**config.mk**
```make
export PLATFORM = sky130hd
export DESIGN_NAME = chuff_out
export DESIGN_NICKNAME = d
export VERILOG_FILES = /design/src/rtl/chuff_pkg.sv /design/src/rtl/chuff_out.sv
export SDC_FILE = /design/constraint.sdc
export NUM_CORES = 1
export LEC_CHECK = 0
export BUFFER_PORTS_ARGS = -buffer_cell sky130_fd_sc_hd__buf_4
export CAP_MARGIN = 20
export CORE_MARGIN = 3
export CORE_UTILIZATION = 28
export DETAILED_ROUTE_END_ITERATION = 7
export GPL_TIMING_DRIVEN = 0
export PLACE_DENSITY = 0.54
export SLEW_MARGIN = 10
export SYNTH_ARGS = -nofsm -noshare
export SYNTH_HDL_FRONTEND = slang
export SYNTH_SLANG_ARGS = --single-unit
```
**constraint.sdc**
```tcl
create_clock -name i_clk -period 2.2 [get_ports i_clk]
set_input_delay 0.22 -clock i_clk [delete_from_list [all_inputs] [get_ports i_clk]]
set_output_delay 0.22 -clock i_clk [all_outputs]
set_load 0.01 [all_outputs]
```
**src/rtl/chuff_pkg.sv**
```systemverilog
// ----------------------------------------------------------------------------
// chuff_pkg
// Shared constants, request kinds and interface types of the canonical
// Huffman encoder.
// ----------------------------------------------------------------------------
package chuff_pkg;

    // Field widths.
    localparam int unsigned SYM_W  = 8;
    localparam int unsigned LEN_W  = 6;
    localparam int unsigned CODE_W = 32;
    localparam int unsigned KIND_W = 2;

    // Alphabet size and longest code that the table accepts.
    localparam int unsigned SYMBOL_COUNT = 256;
    localparam int unsigned MAX_CODE_LEN = 32;

    // Request kinds.
    localparam logic [KIND_W-1:0] KIND_ASSIGN = 2'd0;
    localparam logic [KIND_W-1:0] KIND_ENCODE = 2'd1;
    localparam logic [KIND_W-1:0] KIND_FLUSH  = 2'd2;

    // Write port of the code table, driven by a successful assign.
    typedef struct packed {
        logic              en;
        logic [SYM_W-1:0]  sym;
        logic [LEN_W-1:0]  len;
        logic [CODE_W-1:0] code;
    } t_tbl_wr;

    // Registered table lookup for the request in the work stage.
    typedef struct packed {
        logic              hit;
        logic [LEN_W-1:0]  len;
        logic [CODE_W-1:0] code;
    } t_tbl_rd;

    // Up to four results produced by one request.
    typedef struct packed {
        logic            any;
        logic [3:0][7:0] bytes;
        logic [1:0]      last_idx;
        logic            byte_valid;
        logic            error;
    } t_packet;

endpackage

```
**src/rtl/chuff_out.sv**
```systemverilog
// ----------------------------------------------------------------------------
// chuff_out
// Result register: holds the packet of one request and hands its results
// out one per cycle while i_stall is low.
// ----------------------------------------------------------------------------
module chuff_out (
    input  logic                 i_clk,
    input  logic                 i_rst_n,
    input  logic                 i_load,
    input  chuff_pkg::t_packet   i_pkt,
    output logic                 o_ready,
    output logic                 o_valid,
    input  logic                 i_stall,
    output logic [7:0]           o_out_byte,
    output logic                 o_byte_valid,
    output logic                 o_last,
    output logic                 o_error
);

    logic               r_valid;
    chuff_pkg::t_packet r_pkt;
    logic [1:0]         r_idx;
    logic               take;
    logic               at_last;

    assign at_last = r_idx == r_pkt.last_idx;
    assign take    = r_valid && !i_stall;
    assign o_ready = !r_valid || (take && at_last);

    // Packet register and result index.
    always_ff @(posedge i_clk) begin
        if (!i_rst_n) begin
            r_valid <= 1'b0;
            r_idx   <= '0;
        end else if (i_load) begin
            r_valid <= 1'b1;
            r_idx   <= '0;
        end else if (take) begin
            if (at_last) begin
                r_valid <= 1'b0;
            end else begin
                r_idx <= r_idx + 2'd1;
            end
        end
    end

    always_ff @(posedge i_clk) begin
        if (i_load) begin
            r_pkt <= i_pkt;
        end
    end

    // Current result.
    assign o_valid      = r_valid;
    assign o_out_byte   = r_pkt.bytes[r_idx];
    assign o_byte_valid = r_pkt.byte_valid;
    assign o_last       = at_last;
    assign o_error      = r_pkt.error;

    // The index never runs past the packet's last result.
    a_idx_range: assert property (@(posedge i_clk) disable iff (!i_rst_n)
        r_valid |-> r_idx <= r_pkt.last_idx)
        else $error("result index past end of packet");

    // A status result is always a packet of its own.
    a_status_single: assert property (@(posedge i_clk) disable iff (!i_rst_n)
        (r_valid && !r_pkt.byte_valid) |-> r_pkt.last_idx == 2'd0)
        else $error("status result with more than one entry");

    // A new packet only arrives when the current one is done.
    a_load_ready: assert property (@(posedge i_clk) disable iff (!i_rst_n)
        i_load |-> o_ready)
        else $error("packet loaded over an unfinished one");

endmodule

```
# ---- Word-level counts from Yosys, hierarchy flattened
# Index checks and enable logic that the tools add are counted.
dict set report classes {
  n_addsub 1
  magnitude_cmp 1
  n_eq_ne 1
  mux 5
  n_bitwise 2
  n_reduce_logical 10
}
# cell n
set ops {}
lappend ops {{8-bit binary-select mux with 2-bit select} 1}
lappend ops {{8-bit 2-to-1 mux} 1}
lappend ops {{2-bit AND reduction} 2}
lappend ops {{2-bit nonzero test} 2}
lappend ops {{2-bit by 3-bit < comparator with 1-bit output (second input constant)} 1}
lappend ops {{1-bit 2-to-1 mux} 3}
lappend ops {{2-bit by 1-bit adder with 2-bit output (second input constant)} 1}
lappend ops {{2-bit == test} 1}
lappend ops {{1-bit logical AND} 2}
lappend ops {{1-bit zero test} 2}
lappend ops {{1-bit inverter} 2}
lappend ops {{2-bit OR reduction} 1}
lappend ops {{1-bit logical OR} 1}
dict set report totals {
  register_bits 39
  input_bits 41
  out_inout_bits 13
  wordCells 29
}

# ---- Depth between registers and ports, before layout
dict set report logic_depth {
  ltp_word 4
  depth_mapped 5
  depth_no_buf 4
}

# ---- Worst setup path before layout
# Ideal clock, no wire load.
dict set report synth_path {
  path_kind {flip-flop to output port}
  startpoint {register r_idx[0]}
  endpoint {output port o_out_byte[0]}
  arrival_ps 1038
  required_ps 1980
  slack_ps 942
  path_stages_with_launch 3
  cell_sequence {dfxtp_1 > buf_6 > mux4_2}
}
dict set report synth_between {
  elab_chain_cells 2
}
# element line
set synth_rtl {}
lappend synth_rtl {{from (decl)} chuff_out.sv:22} ;# logic [1:0] r_idx;
lappend synth_rtl {{from (signal assigned)} chuff_out.sv:42} ;# r_idx <= r_idx + 2'd1;
lappend synth_rtl {{8-bit binary-select mux with 2-bit select} chuff_out.sv:55} ;# assign o_out_byte = r_pkt.bytes[r_idx];
lappend synth_rtl {{8-bit 2-to-1 mux (not written as such)} chuff_out.sv:55}
lappend synth_rtl {{to (decl)} chuff_out.sv:14} ;# output logic [7:0] o_out_byte,
# Every way passes these cells. The select of a mux whose other input is x is not followed.

# ---- Final worst setup path
dict set report layout_path {
  startpoint {register r_idx[0]}
  endpoint {output port o_out_byte[2]}
}
# The elaborated chain is that of the path after synthesis.

==> impl_metrics.csv <==
group,metric,value,unit
sta,fin_crit_sh,78.8,%
pwr,ir_worst_vdd,0.333,mV
cts,cts.clk_slew.worst_paths,80,ps
final_layout,nets,168,
cts,cts_tree,"done",
worst_setup_path,worst_path_max_delay_cell,"mux4_2",
final_layout,area_delta_synth_final,40.0,%
pwr,power.total,1.62,mW
logic_synthesis,syn-num-nets,109,
sta,finalCriticalPeriod,1730,ps
final_layout,fill_cells,483,
sta,drv_slew,0,
detailed_routing,drtIter0Drc,40,
logic_synthesis,synth_area_leader_cell,"edfxtp_1",
logic_synthesis,synth_top_area_share,73.7,%
detailed_routing,wl,2.70,mm
worst_setup_path,startpoint_type,"flip-flop",
global_route,grt_max_degree,40,
cts,cts_setup_buffers,0,
placed_design,gp_congestion,0.603,
worst_setup_path,required,1980,ps
cts,insertion_delay,290,ps
worst_setup_path,critPathArrivalTime,1510,ps
final_layout,final_cell_mix,"buf_4, edfxtp_1, mux4_2, clkbuf_8, nand2_1",
placed_design,portBuffers,52,
worst_setup_path,max_stage_delay,510,ps
final_layout,diodes,0,
worst_setup_path,end_kind,"primary output",
worst_hold_path,hold_path_startpoint,"i_pkt[23]",
global_route,grt_pass1_wl,4.12,mm
detailed_routing,drc,0,
worst_setup_path,worstReg2RegEnd,"r_idx[1]",
floorplan,io_pins,54,
global_route,antenna_found_initial,0,
final_layout,instances_no_fill,195,
final_layout,final_common_cell,"buf_4",
sta,finalHoldViolCount,0,
pwr,power_density,789,nW/µm²
detailed_routing,ant_nets,0,
worst_hold_path,holdPathEnd,"r_pkt[23]",
placed_design,detailed_place_hpwl,1.89,mm
global_route,grt-ovfl-total,0,
sta,tightest_slew,479,ps
cts,cts_buffers,5,
sta,setup_viol,0,
floorplan,initial_core_util,30.1,%
cts,clock-root-buffer,"clkbuf_8",
logic_synthesis,netlist_area,1470,µm²
worst_setup_path,path_cells,"buf_6, mux4_2, buf_4",
cts,cts_buffer_depth,2,
detailed_routing,drtPass1Iterations,2,
sta,rsz0062_at_grt,"no",
logic_synthesis,yosys_warnings,0,
sta,fmax,0.577,GHz
worst_setup_path,reg2reg_from,"r_pkt[3]",
floorplan,die_area,6150,µm²
cts,cts_num_sinks,39,
global_route,grt_pass1_vias,899,
worst_setup_path,timing.reg2reg.setup_slack,1060,ps
logic_synthesis,yosysSeqAreaShare,77.7,%
logic_synthesis,ys_types,18,
global_route,grt_usage,9.31,%
run,drv_cap,0,
placed_design,post-place-cells,187,
logic_synthesis,syn_avg_cell_area,21.6,µm²
final_layout,drive_gt1_share,56.3,%
cts,cts-resized-gates,0,
sta,slew_headroom,68.1,%
floorplan,num_rows,25,
logic_synthesis,synth-seq-cells,39,
floorplan,core,4880,µm²
detailed_routing,routedWlPerCell,13.9,µm
worst_setup_path,reg2reg_depth,3,
sta,finalSetupTns,0,ps
floorplan,die_w,78.4,µm
worst_setup_path,criticalPathCategory,"reg -> out",
detailed_routing,viasPerCell,4.18,
sta,fin_skew,3.79,ps
run_status,status,"finished, final reports clean",
cts,cts_hold_buffers,0,
logic_synthesis,synthTopCellsByArea,"edfxtp_1, mux4_2, dfxtp_1, mux4_1, mux2i_1",
floorplan,die_y,78.4,µm
worst_hold_path,hold_path_depth,1,
logic_synthesis,netlist_instances,68,
worst_hold_path,hp-class,"in -> reg",
detailed_routing,vias,816,
pwr,p_leak,0.781,nW
final_layout,utilization,42.1,%
worst_setup_path,path_max_fanout,10,
cts,htreeDepth,2,
==> worst max-delay path by stage <==
stage          startpoint            end  cells after the start
3_5_place_dp     r_idx[0]  o_out_byte[5]                      3
3_3_place_gp     r_idx[0]  o_out_byte[4]                      3
6_report         r_idx[0]  o_out_byte[2]                      3
4_1_cts          r_idx[0]  o_out_byte[2]                      3
2_1_floorplan    r_idx[0]  o_out_byte[0]                      2
5_1_grt          r_idx[0]  o_out_byte[2]                      3
==> logic make-up after synthesis <==
group / synth area share (%)
buffers and inverters: 1.62
xor gates and xnor gates: 1.71
DFF: 77.7
muxes: 13.9
and+or+nand+nor: 2.56
AOI/OAI and AO/OA: 2.47
==> final cells by class <==
| class | count | area (µm²) | area share, % |
|---|---|---|---|
| buffer | 2 | 16.3 | 0.792 |
| clock buffer | 5 | 68.8 | 3.35 |
| clock inverter | 3 | 43.8 | 2.13 |
| inverter | 2 | 7.51 | 0.365 |
| multi-input combinational | 25 | 303 | 14.7 |
| sequential | 39 | 1140 | 55.5 |
| tap | 67 | 83.8 | 4.08 |
| timing repair buffer | 52 | 390 | 19.0 |
==> worst max-delay path, delay by kind of cell, from the launching register on <==
| family | cells | cell delay, ps |
|---|---|---|
| muxes | 1 | 510 |
| DFF | 1 | 360 |
| buffers and inverters | 2 | 350 |
==> sequential cells by signal (all words and copies together) (netlist names) <==
signal	flops
r_pkt	34
r_idx	2
o_byte_valid	1
o_error	1
o_valid	1
==> cells in the mapped netlist, drive strengths merged <==
library cell / instances
nor2b: 1
nand2b: 2
mux4: 8
nand2: 4
o21ai: 2
xnor2: 2
nor2: 1
dfxtp: 3
a21oi: 2
buf: 2
inv: 2
mux2i: 2
a211oi: 1
edfxtp: 36
==> where the power goes <==
group          switching [mW]  internal (mW)  leakage, nW
Sequential             0.0146          0.871        0.377
Combinational          0.0565         0.0948        0.346
Clock                   0.247          0.337       0.0581
==> layer usage <==
metal	global-route usage (%)	vias to the layer above	share of wire, %
li1	-	387	-
met1	8.46	391	35
met2	17.0	33	55
met3	3.90	5	8.0
met4	5.77	0	2.2
met5	0	-	0
==> metrics by stage <==
step / area (µm²) / setup slack (ps) / hold WS, ps
6_report: 2050 / 467 / 101
5_1_grt: 2050 / 363 / 83.4
4_1_cts: 2050 / 424 / 87.2
3_5_place_dp: 1940 / 755 / 399
3_3_place_gp: 1940 / 737 / 398
2_1_floorplan: 1470 / 942 / 319
Note: power is estimated with default switching activity, not from simulation.
