--- src/rtl/chuff_pkg.sv ---
// ----------------------------------------------------------------------------
// chuff_pkg
// Shared constants, request kinds and interface types of the canonical
// Huffman encoder.
// ----------------------------------------------------------------------------
package chuff_pkg;

    // Field widths.
    localparam int unsigned SYM_W  = 8;
    localparam int unsigned LEN_W  = 6;
    localparam int unsigned CODE_W = 32;
    localparam int unsigned KIND_W = 2;

    // Alphabet size and longest code that the table accepts.
    localparam int unsigned SYMBOL_COUNT = 256;
    localparam int unsigned MAX_CODE_LEN = 32;

    // Request kinds.
    localparam logic [KIND_W-1:0] KIND_ASSIGN = 2'd0;
    localparam logic [KIND_W-1:0] KIND_ENCODE = 2'd1;
    localparam logic [KIND_W-1:0] KIND_FLUSH  = 2'd2;

    // Write port of the code table, driven by a successful assign.
    typedef struct packed {
        logic              en;
        logic [SYM_W-1:0]  sym;
        logic [LEN_W-1:0]  len;
        logic [CODE_W-1:0] code;
    } t_tbl_wr;

    // Registered table lookup for the request in the work stage.
    typedef struct packed {
        logic              hit;
        logic [LEN_W-1:0]  len;
        logic [CODE_W-1:0] code;
    } t_tbl_rd;

    // Up to four results produced by one request.
    typedef struct packed {
        logic            any;
        logic [3:0][7:0] bytes;
        logic [1:0]      last_idx;
        logic            byte_valid;
        logic            error;
    } t_packet;

endpackage

--- src/rtl/chuff_core.sv ---
// ----------------------------------------------------------------------------
// chuff_core
// Work stage: holds the accepted request, assigns canonical codes, packs
// encoded bits into bytes and handles flush.
// ----------------------------------------------------------------------------
module chuff_core (
    input  logic                           i_clk,
    input  logic                           i_rst_n,
    input  logic                           i_accept,
    input  logic [chuff_pkg::KIND_W-1:0]   i_kind,
    input  logic [chuff_pkg::SYM_W-1:0]    i_symbol,
    input  logic [chuff_pkg::LEN_W-1:0]    i_code_length,
    input  chuff_pkg::t_tbl_rd             i_rd,
    input  logic                           i_out_ready,
    output logic                           o_busy,
    output chuff_pkg::t_tbl_wr             o_wr,
    output chuff_pkg::t_packet             o_pkt,
    output logic                           o_load
);

    logic                          r_s1_valid;
    logic [chuff_pkg::KIND_W-1:0]  r_kind;
    logic [chuff_pkg::SYM_W-1:0]   r_sym;
    logic [chuff_pkg::LEN_W-1:0]   r_len;
    logic [chuff_pkg::CODE_W:0]    r_run_code;
    logic [chuff_pkg::LEN_W-1:0]   r_run_len;
    logic [6:0]                    r_buf;
    logic [2:0]                    r_cnt;

    logic [chuff_pkg::CODE_W:0]    n_run_code;
    logic [chuff_pkg::LEN_W-1:0]   n_run_len;
    logic [6:0]                    n_buf;
    logic [2:0]                    n_cnt;

    logic                          adv;
    logic                          assign_ok;
    logic [chuff_pkg::LEN_W-1:0]   shift_diff;
    logic [chuff_pkg::CODE_W:0]    shifted;
    logic [chuff_pkg::LEN_W-1:0]   clen;
    logic [38:0]                   acc;
    logic [chuff_pkg::LEN_W-1:0]   total;
    logic [39:0]                   aligned;
    logic [3:0]                    pad;
    logic [7:0]                    pad_byte;
    chuff_pkg::t_tbl_wr            wr_req;

    // Assign checks: length range, order, symbol range and fit of the shifted code.
    always_comb begin
        shift_diff = r_len - r_run_len;
        shifted    = r_run_code << shift_diff;
        assign_ok  = 1'b1;
        if (r_len == '0) begin
            assign_ok = 1'b0;
        end
        if ({1'b0, r_len} > 7'(chuff_pkg::MAX_CODE_LEN)
                || {1'b0, r_len} > 7'(chuff_pkg::CODE_W)) begin
            assign_ok = 1'b0;
        end
        if (r_len < r_run_len) begin
            assign_ok = 1'b0;
        end
        if ({1'b0, r_sym} >= 9'(chuff_pkg::SYMBOL_COUNT)) begin
            assign_ok = 1'b0;
        end
        if ((shifted >> r_len) != '0) begin
            assign_ok = 1'b0;
        end
    end

    // Encode datapath: append the code, left-align and cut full bytes.
    always_comb begin
        clen    = i_rd.hit ? i_rd.len : '0;
        acc     = ({32'd0, r_buf} << clen) | {7'd0, i_rd.code};
        total   = {3'd0, r_cnt} + clen;
        aligned = {acc, 1'b0} << (6'd39 - total);
    end

    // Flush: pad count and the padded partial byte.
    always_comb begin
        pad      = 4'd8 - {1'b0, r_cnt};
        pad_byte = {1'b0, r_buf} << pad;
    end

    // Result packet and next state for the request in the work stage.
    always_comb begin
        o_pkt      = '0;
        wr_req     = '0;
        n_run_code = r_run_code;
        n_run_len  = r_run_len;
        n_buf      = r_buf;
        n_cnt      = r_cnt;
        if (r_s1_valid) begin
            unique case (r_kind)
                chuff_pkg::KIND_ASSIGN: begin
                    o_pkt.any      = 1'b1;
                    o_pkt.last_idx = 2'd0;
                    o_pkt.error    = !assign_ok;
                    if (assign_ok) begin
                        wr_req.en   = 1'b1;
                        wr_req.sym  = r_sym;
                        wr_req.len  = r_len;
                        wr_req.code = shifted[chuff_pkg::CODE_W-1:0];
                        n_run_code  = shifted + 33'd1;
                        n_run_len   = r_len;
                    end
                end
                chuff_pkg::KIND_ENCODE: begin
                    if (clen != '0) begin
                        o_pkt.any        = total[5:3] != 3'd0;
                        o_pkt.byte_valid = 1'b1;
                        o_pkt.last_idx   = 2'(total[5:3] - 3'd1);
                        o_pkt.bytes[0]   = aligned[39:32];
                        o_pkt.bytes[1]   = aligned[31:24];
                        o_pkt.bytes[2]   = aligned[23:16];
                        o_pkt.bytes[3]   = aligned[15:8];
                        n_cnt            = total[2:0];
                        n_buf            = acc[6:0] & ~(7'h7F << total[2:0]);
                    end
                end
                chuff_pkg::KIND_FLUSH: begin
                    o_pkt.any        = 1'b1;
                    o_pkt.byte_valid = 1'b1;
                    if (r_cnt != 3'd0) begin
                        o_pkt.bytes[0] = pad_byte;
                        o_pkt.bytes[1] = {4'd0, pad};
                        o_pkt.last_idx = 2'd1;
                    end else begin
                        o_pkt.bytes[0] = {4'd0, pad};
                        o_pkt.last_idx = 2'd0;
                    end
                    n_buf = '0;
                    n_cnt = '0;
                end
                default: begin
                    // Unused kind: no results, no change.
                end
            endcase
        end
    end

    // Nothing commits unless the work stage advances.
    always_comb begin
        o_wr    = wr_req;
        o_wr.en = wr_req.en && adv;
    end

    // The stage advances when its results have somewhere to go.
    assign adv    = r_s1_valid && (!o_pkt.any || i_out_ready);
    assign o_load = adv && o_pkt.any;
    assign o_busy = r_s1_valid && !adv;

    // Work stage request register.
    always_ff @(posedge i_clk) begin
        if (!i_rst_n) begin
            r_s1_valid <= 1'b0;
        end else if (i_accept) begin
            r_s1_valid <= 1'b1;
        end else if (adv) begin
            r_s1_valid <= 1'b0;
        end
    end

    always_ff @(posedge i_clk) begin
        if (i_accept) begin
            r_kind <= i_kind;
            r_sym  <= i_symbol;
            r_len  <= i_code_length;
        end
    end

    // Running code and bit buffer state.
    always_ff @(posedge i_clk) begin
        if (!i_rst_n) begin
            r_run_code <= '0;
            r_run_len  <= '0;
            r_buf      <= '0;
            r_cnt      <= '0;
        end else if (adv) begin
            r_run_code <= n_run_code;
            r_run_len  <= n_run_len;
            r_buf      <= n_buf;
            r_cnt      <= n_cnt;
        end
    end

    // A flush always leaves the bit buffer empty.
    a_flush_empties: assert property (@(posedge i_clk) disable iff (!i_rst_n)
        (adv && r_kind == chuff_pkg::KIND_FLUSH) |=> (r_cnt == 3'd0 && r_buf == '0))
        else $error("bit buffer not empty after flush");

    // Code lengths handed out never decrease.
    a_len_monotone: assert property (@(posedge i_clk) disable iff (!i_rst_n)
        $past(i_rst_n) |-> r_run_len >= $past(r_run_len))
        else $error("running code length decreased");

    // An error is only reported on a status result.
    a_error_status: assert property (@(posedge i_clk) disable iff (!i_rst_n)
        o_load && o_pkt.error |-> !o_pkt.byte_valid && o_pkt.last_idx == 2'd0)
        else $error("error flag on a byte result");

endmodule

--- config.mk ---
export PLATFORM = sky130hd
export DESIGN_NAME = chuff_core
export DESIGN_NICKNAME = d
export VERILOG_FILES = /design/src/rtl/chuff_pkg.sv /design/src/rtl/chuff_core.sv
export SDC_FILE = /design/constraint.sdc
export NUM_CORES = 1
export LEC_CHECK = 0
export ABC_AREA = 1
export BUFFER_PORTS_ARGS = -buffer_cell sky130_fd_sc_hd__buf_2
export CAP_MARGIN = 15
export CORE_ASPECT_RATIO = 1.25
export CORE_MARGIN = 1.5
export CORE_UTILIZATION = 55
export CTS_CLUSTER_DIAMETER = 30
export DETAILED_ROUTE_END_ITERATION = 12
export PLACE_DENSITY = 0.77
export SETUP_SLACK_MARGIN = 0.1
export SLEW_MARGIN = 20
export SYNTH_ARGS = -nofsm -noshare
export SYNTH_HDL_FRONTEND = slang
export SYNTH_SLANG_ARGS = --single-unit
--- constraint.sdc ---
create_clock -name i_clk -period 6.1 [get_ports i_clk]
set_clock_uncertainty 0.05 [all_clocks]
set_input_delay 0.305 -clock i_clk [delete_from_list [all_inputs] [get_ports i_clk]]
set_output_delay 0.305 -clock i_clk [all_outputs]
set_load 0.02 [all_outputs]
Word-level counts from Yosys, hierarchy flattened
Cells that the tools add are included.

$add $sub $neg: 6. $lt $le $gt $ge: 2. Equality and inequality tests: 3. Shifts and indexed selects: 6. Multiplexer cells: 24. Bitwise gates (word level): 3. Reductions and logical operators: 19.

Operator list (number): 47-bit 2-to-1 mux (3); 40-bit by 6-bit << shifter with 40-bit output (1); 39-bit by 32-bit bitwise OR with 39-bit output (1); 7-bit by 6-bit << shifter with 39-bit output (1); 37-bit 2-to-1 mux (1); 36-bit 2-to-1 mux (1); 33-bit by 1-bit adder with 33-bit output (second input constant) (1); 33-bit nonzero test (1); 33-bit by 6-bit << shifter with 33-bit output (1); 33-bit by 6-bit right shift with 33-bit output (1); 16-bit one-hot mux with 2 select lines (1); 16-bit 2-to-1 mux (1); 7-bit one-hot mux with 2 select lines (1); 10-bit 2-to-1 mux (1); 4-bit AND reduction (2); 7-bit by 4-bit << shifter with 8-bit output (1); 7-bit AND (1); 1-bit 2-to-1 mux (7); 7-bit 2-to-1 mux (1); 7-bit inverter (1); 7-bit by 3-bit << shifter with 7-bit output (first input constant) (1); 3-bit by 6-bit adder with 6-bit output (1); 6-bit greater-than comparator (second input constant) (1); 6-bit zero test (1); 22 further kinds (30).

Register bits after elaboration: 66. Logic and storage cells: 71.

Logic depth before layout (Yosys ltp)
Depth after elaboration: 13. Depth in mapped cells: 34.

Worst setup path after synthesis
Ideal clock, no wire load.

Kind: flip-flop to output port. From: register r_len[0] in the netlist's numbering. To: output o_wr[10] in the netlist's numbering. Data arrival time: 4.246 ns. Setup slack: 1.499 ns. Stages on the path, launching flop included: 29. Buffers on the path: 5. Cells stage by stage: edfxtp_1 clkbuf_1 clkinv_1 clkbuf_1 ha_1 fa_1 buf_2 clkbuf_1 nand3_1 nand3_1 nand2_1 nand2_1 nand2_1 nand3_1 inv_1 nand2_1 nand3_1 nand2_1 nand3_1 nand2_1 nand3_1 nand2_1 nand3_1 a21oi_1 nand3_1 a21oi_2 nand3_2 buf_2 nor2_1.

RTL lines: start: declaration (RTL line chuff_core.sv:24) `logic [chuff_pkg::LEN_W-1:0] r_len;`; start signal: assignment (RTL line chuff_core.sv:167) `r_len <= i_code_length;`; end: declaration (RTL line chuff_core.sv:16) `output chuff_pkg::t_tbl_wr o_wr,`.

==> qor.csv <==
metric,value,unit
status,completed,
flow.area_growth_from_synthesis,9.08,%
dr.first_iter.drc_count,1345,
p_switching,1050,µW
internal_power,1090,µW
timing.critical_path.from,r_len[0],
vdd.ir_drop.worst,0.146,mV
min_path_type,input port to flop,
final_cell_area,11500,µm²
ports_placed_on_the_boundary,145,
overflow_after_grt,0,
number_of_i_o_port_buffers,144,
die_area,20000,µm²
clock_pin_slew_worst_setup_and_hold_paths,0.06,ns
detail_route.wl_per_cell,17.9,µm
horizontal_die_dimension,127,µm
worst_setup_path_endpoint,o_wr[28],
relSlewSlack,42.3,%
worst_path_largest_cell_delay,0.47,ns
preCtsSetupSlack,1.03,ns
tritoncts_num_sinks,66,
postSynth.topFlopCell,dfxtp_1,
ys_types,45,
pwr-share-comb,52.8,%
global_route.usage.met3,5.00,%
max-cap-violations,0,
wl,41.0,mm
synth_seq_cells,66,
gr-usage-all-layers,40.5,%
synth_top_cell_area_share,21.9,%
report.power.total,2140,µW
depth_of_the_worst_register_to_register_path,28,
drt_pre_antenna_iters,5,
instances_no_fill,2288,
crit_fanout,38,
clk_root_buffer_cell,clkbuf_16,
cts_setup_buffers,0,
p_leak,0.00561,µW
netlist_instances,1996,
fin_setup_tns,0,ns
global_route.usage.met1,41.8,%
number_of_synthesized_flops_with_an_enable_pin,16,
vias,13700,
final.setup.worst_slack,0.551,ns
critPathMostFrequentCell,nand2_1,
clockPowerShare,25.0,%
hold_viol_final,0,
rows,56,
worstSetupPathType,flop to output port,
rrSetupSlack,1.10,ns
synth_top_cells_by_count,"nand2_1, nand3_1, nor2_1, o21ai_0, inv_1",
post_synth_main_area_contributors,"nand2_1, nand3_1, dfxtp_1",
power.density,186,nW/µm²
maximum_level_of_the_cts_h_tree,3,
grt_antenna_before_repair,0,
drt_drc,0,
asyncSetResetFlopFracSynth,0,%
grt-busiest-layer,met2,
core_region_area,18800,µm²
yosysTopAreaCell,nand2_1,
timing.rr.end,r_run_code[28],
dp_hpwl,31.8,mm
post-route-period-util,91.0,%
timing.final.setup_violations,0,
grt_pass1_wl,64.4,mm
placed_area,11200,µm²
cp_data_required_time,5.74,ns
final_net_count,2130,
tritoncts_clock_tree,yes,
worstPathArrival,5.19,ns
finalMaxSlewViolations,0,
first_global_vias,13000,
floorplan.initialDensity,56.2,%
total_of_warnings_raised_by_yosys,0,
cts_resized,0,
routed_vias_inst,6.00,
cp_slowest_cell,fa_1,
tritoncts.num_buffers,9,
die_y_extent,158,µm
timing.rr.start,r_len[0],
avgSynthCellArea,5.29,µm²
worstSetupStartpointType,flop,
ant_nets,0,
synthMostInstantiatedCell,nand2_1,
clk_latency,0.34,ns
synth_nets,2075,
syn-cell-area,10600,µm²
share_seq_of_total_power,22.2,%
clock_tree.buffer_depth,2,
seq_area_frac_synth,14.0,%
drive_gt1_share,11.1,%
grt_max_degree,45,
critical_path.endpoint_type,output port,
cts_hold_buf,0,
max_freq,180,MHz
gp_congestion,1.03,
worstMarginPinSlew,0.856,ns
fraction_of_met2_tracks_used_by_global_routing,72.6,%
dp_cells,2272,
rsz0062_at_grt,no,
fin_crit,5.55,ns
antenna_cells,0,
switching_share,49.0,%
logic make-up after synthesis:
logic type	Yosys count	synth area share (%)
buf+inv	295	11.3
flops	66	14.0
fa+ha+maj	20	2.51
mux	15	1.42
compound gates	320	17.2
xor+xnor	29	2.41
simple gates	1251	51.2
critical path, delay by kind of cell (launching register included):
kind	cells	cell delay (ns)
simple gates	17	1.86
compound gates	3	0.62
buf+inv	6	1.23
fa+ha+maj	2	0.70
flops	1	0.38
state kept, by name, indices dropped and copies added (netlist names):
| register | flops |
|---|---|
| r_run_code | 33 |
| r_sym | 8 |
| r_buf | 7 |
| r_len | 6 |
| r_run_len | 6 |
| r_cnt | 3 |
| r_kind | 2 |
| r_s1_valid | 1 |
area by class of cell:
type | count | area, µm²
multi-input cells | 1635 | 7900
fillers | 1981 | 7270
flip-flops and latches | 66 | 1480
repair buffers | 167 | 893
inverters | 172 | 646
well taps | 232 | 290
clock buffers | 9 | 225
clock inverters | 7 | 77.6
how the worst min path moves through the flow:
stage / to / slack [ns] / start / depth (start not counted)
after global placement: r_buf[3] / 0.40 / r_buf[3] / 2
final: r_sym[3] / 0.08 / i_symbol[3] / 1
after floorplan: r_kind[0] / 0.35 / i_kind[0] / 0
after global routing: r_sym[3] / 0.08 / i_symbol[3] / 1
after CTS: r_sym[3] / 0.07 / i_symbol[3] / 1
after detailed placement: r_buf[3] / 0.42 / r_buf[3] / 2
power by group through the flow:
stage	Clock [µW]	Combinational, µW	Sequential, µW
global placement	0	1090	484
CTS	542	1090	475
finish	536	1130	475
floorplan	0	800	480
detailed placement	0	1090	484
global route	558	1230	476
layout by cell type, fill, tap and decap left out, drive strengths merged, types with 2 or more instances in the layout:
| cell | count |
|---|---|
| nand4 | 49 |
| nand2 | 622 |
| buf | 167 |
| mux2i | 15 |
| a22oi | 3 |
| a31oi | 10 |
| nor2 | 222 |
| o221ai | 2 |
| or2 | 5 |
| dfxtp | 50 |
| nor4 | 6 |
| nor3 | 16 |
| o21ai | 169 |
| a21oi | 66 |
| xor2 | 21 |
| a32oi | 3 |
| clkbuf | 9 |
| xnor2 | 8 |
| o21a | 2 |
| ha | 18 |
| a211oi | 11 |
| o22ai | 2 |
| clkinv | 11 |
| o211ai | 18 |
| o21bai | 32 |
| inv | 166 |
| nand3 | 329 |
| edfxtp | 16 |
| fa | 2 |
metal layers:
| metal | up-vias | part of all wire, % | routed length, µm |
|---|---|---|---|
| met5 | - | 0 | 0 |
| met4 | 0 | 9.4 | 3830 |
| met3 | 232 | 6.0 | 2440 |
| met2 | 703 | 49 | 20000 |
| met1 | 6059 | 36 | 14700 |
| li1 | 6724 | - | - |
stage by stage:
step,hold WS [ns],utilization (%)
finish,0.0838,61.3
floorplan,0.354,-
CTS,0.0746,61.3
detailed placement,0.421,59.7
global placement,0.404,59.7
global route,0.0796,61.3
Note: power is estimated with default switching activity, not from simulation.
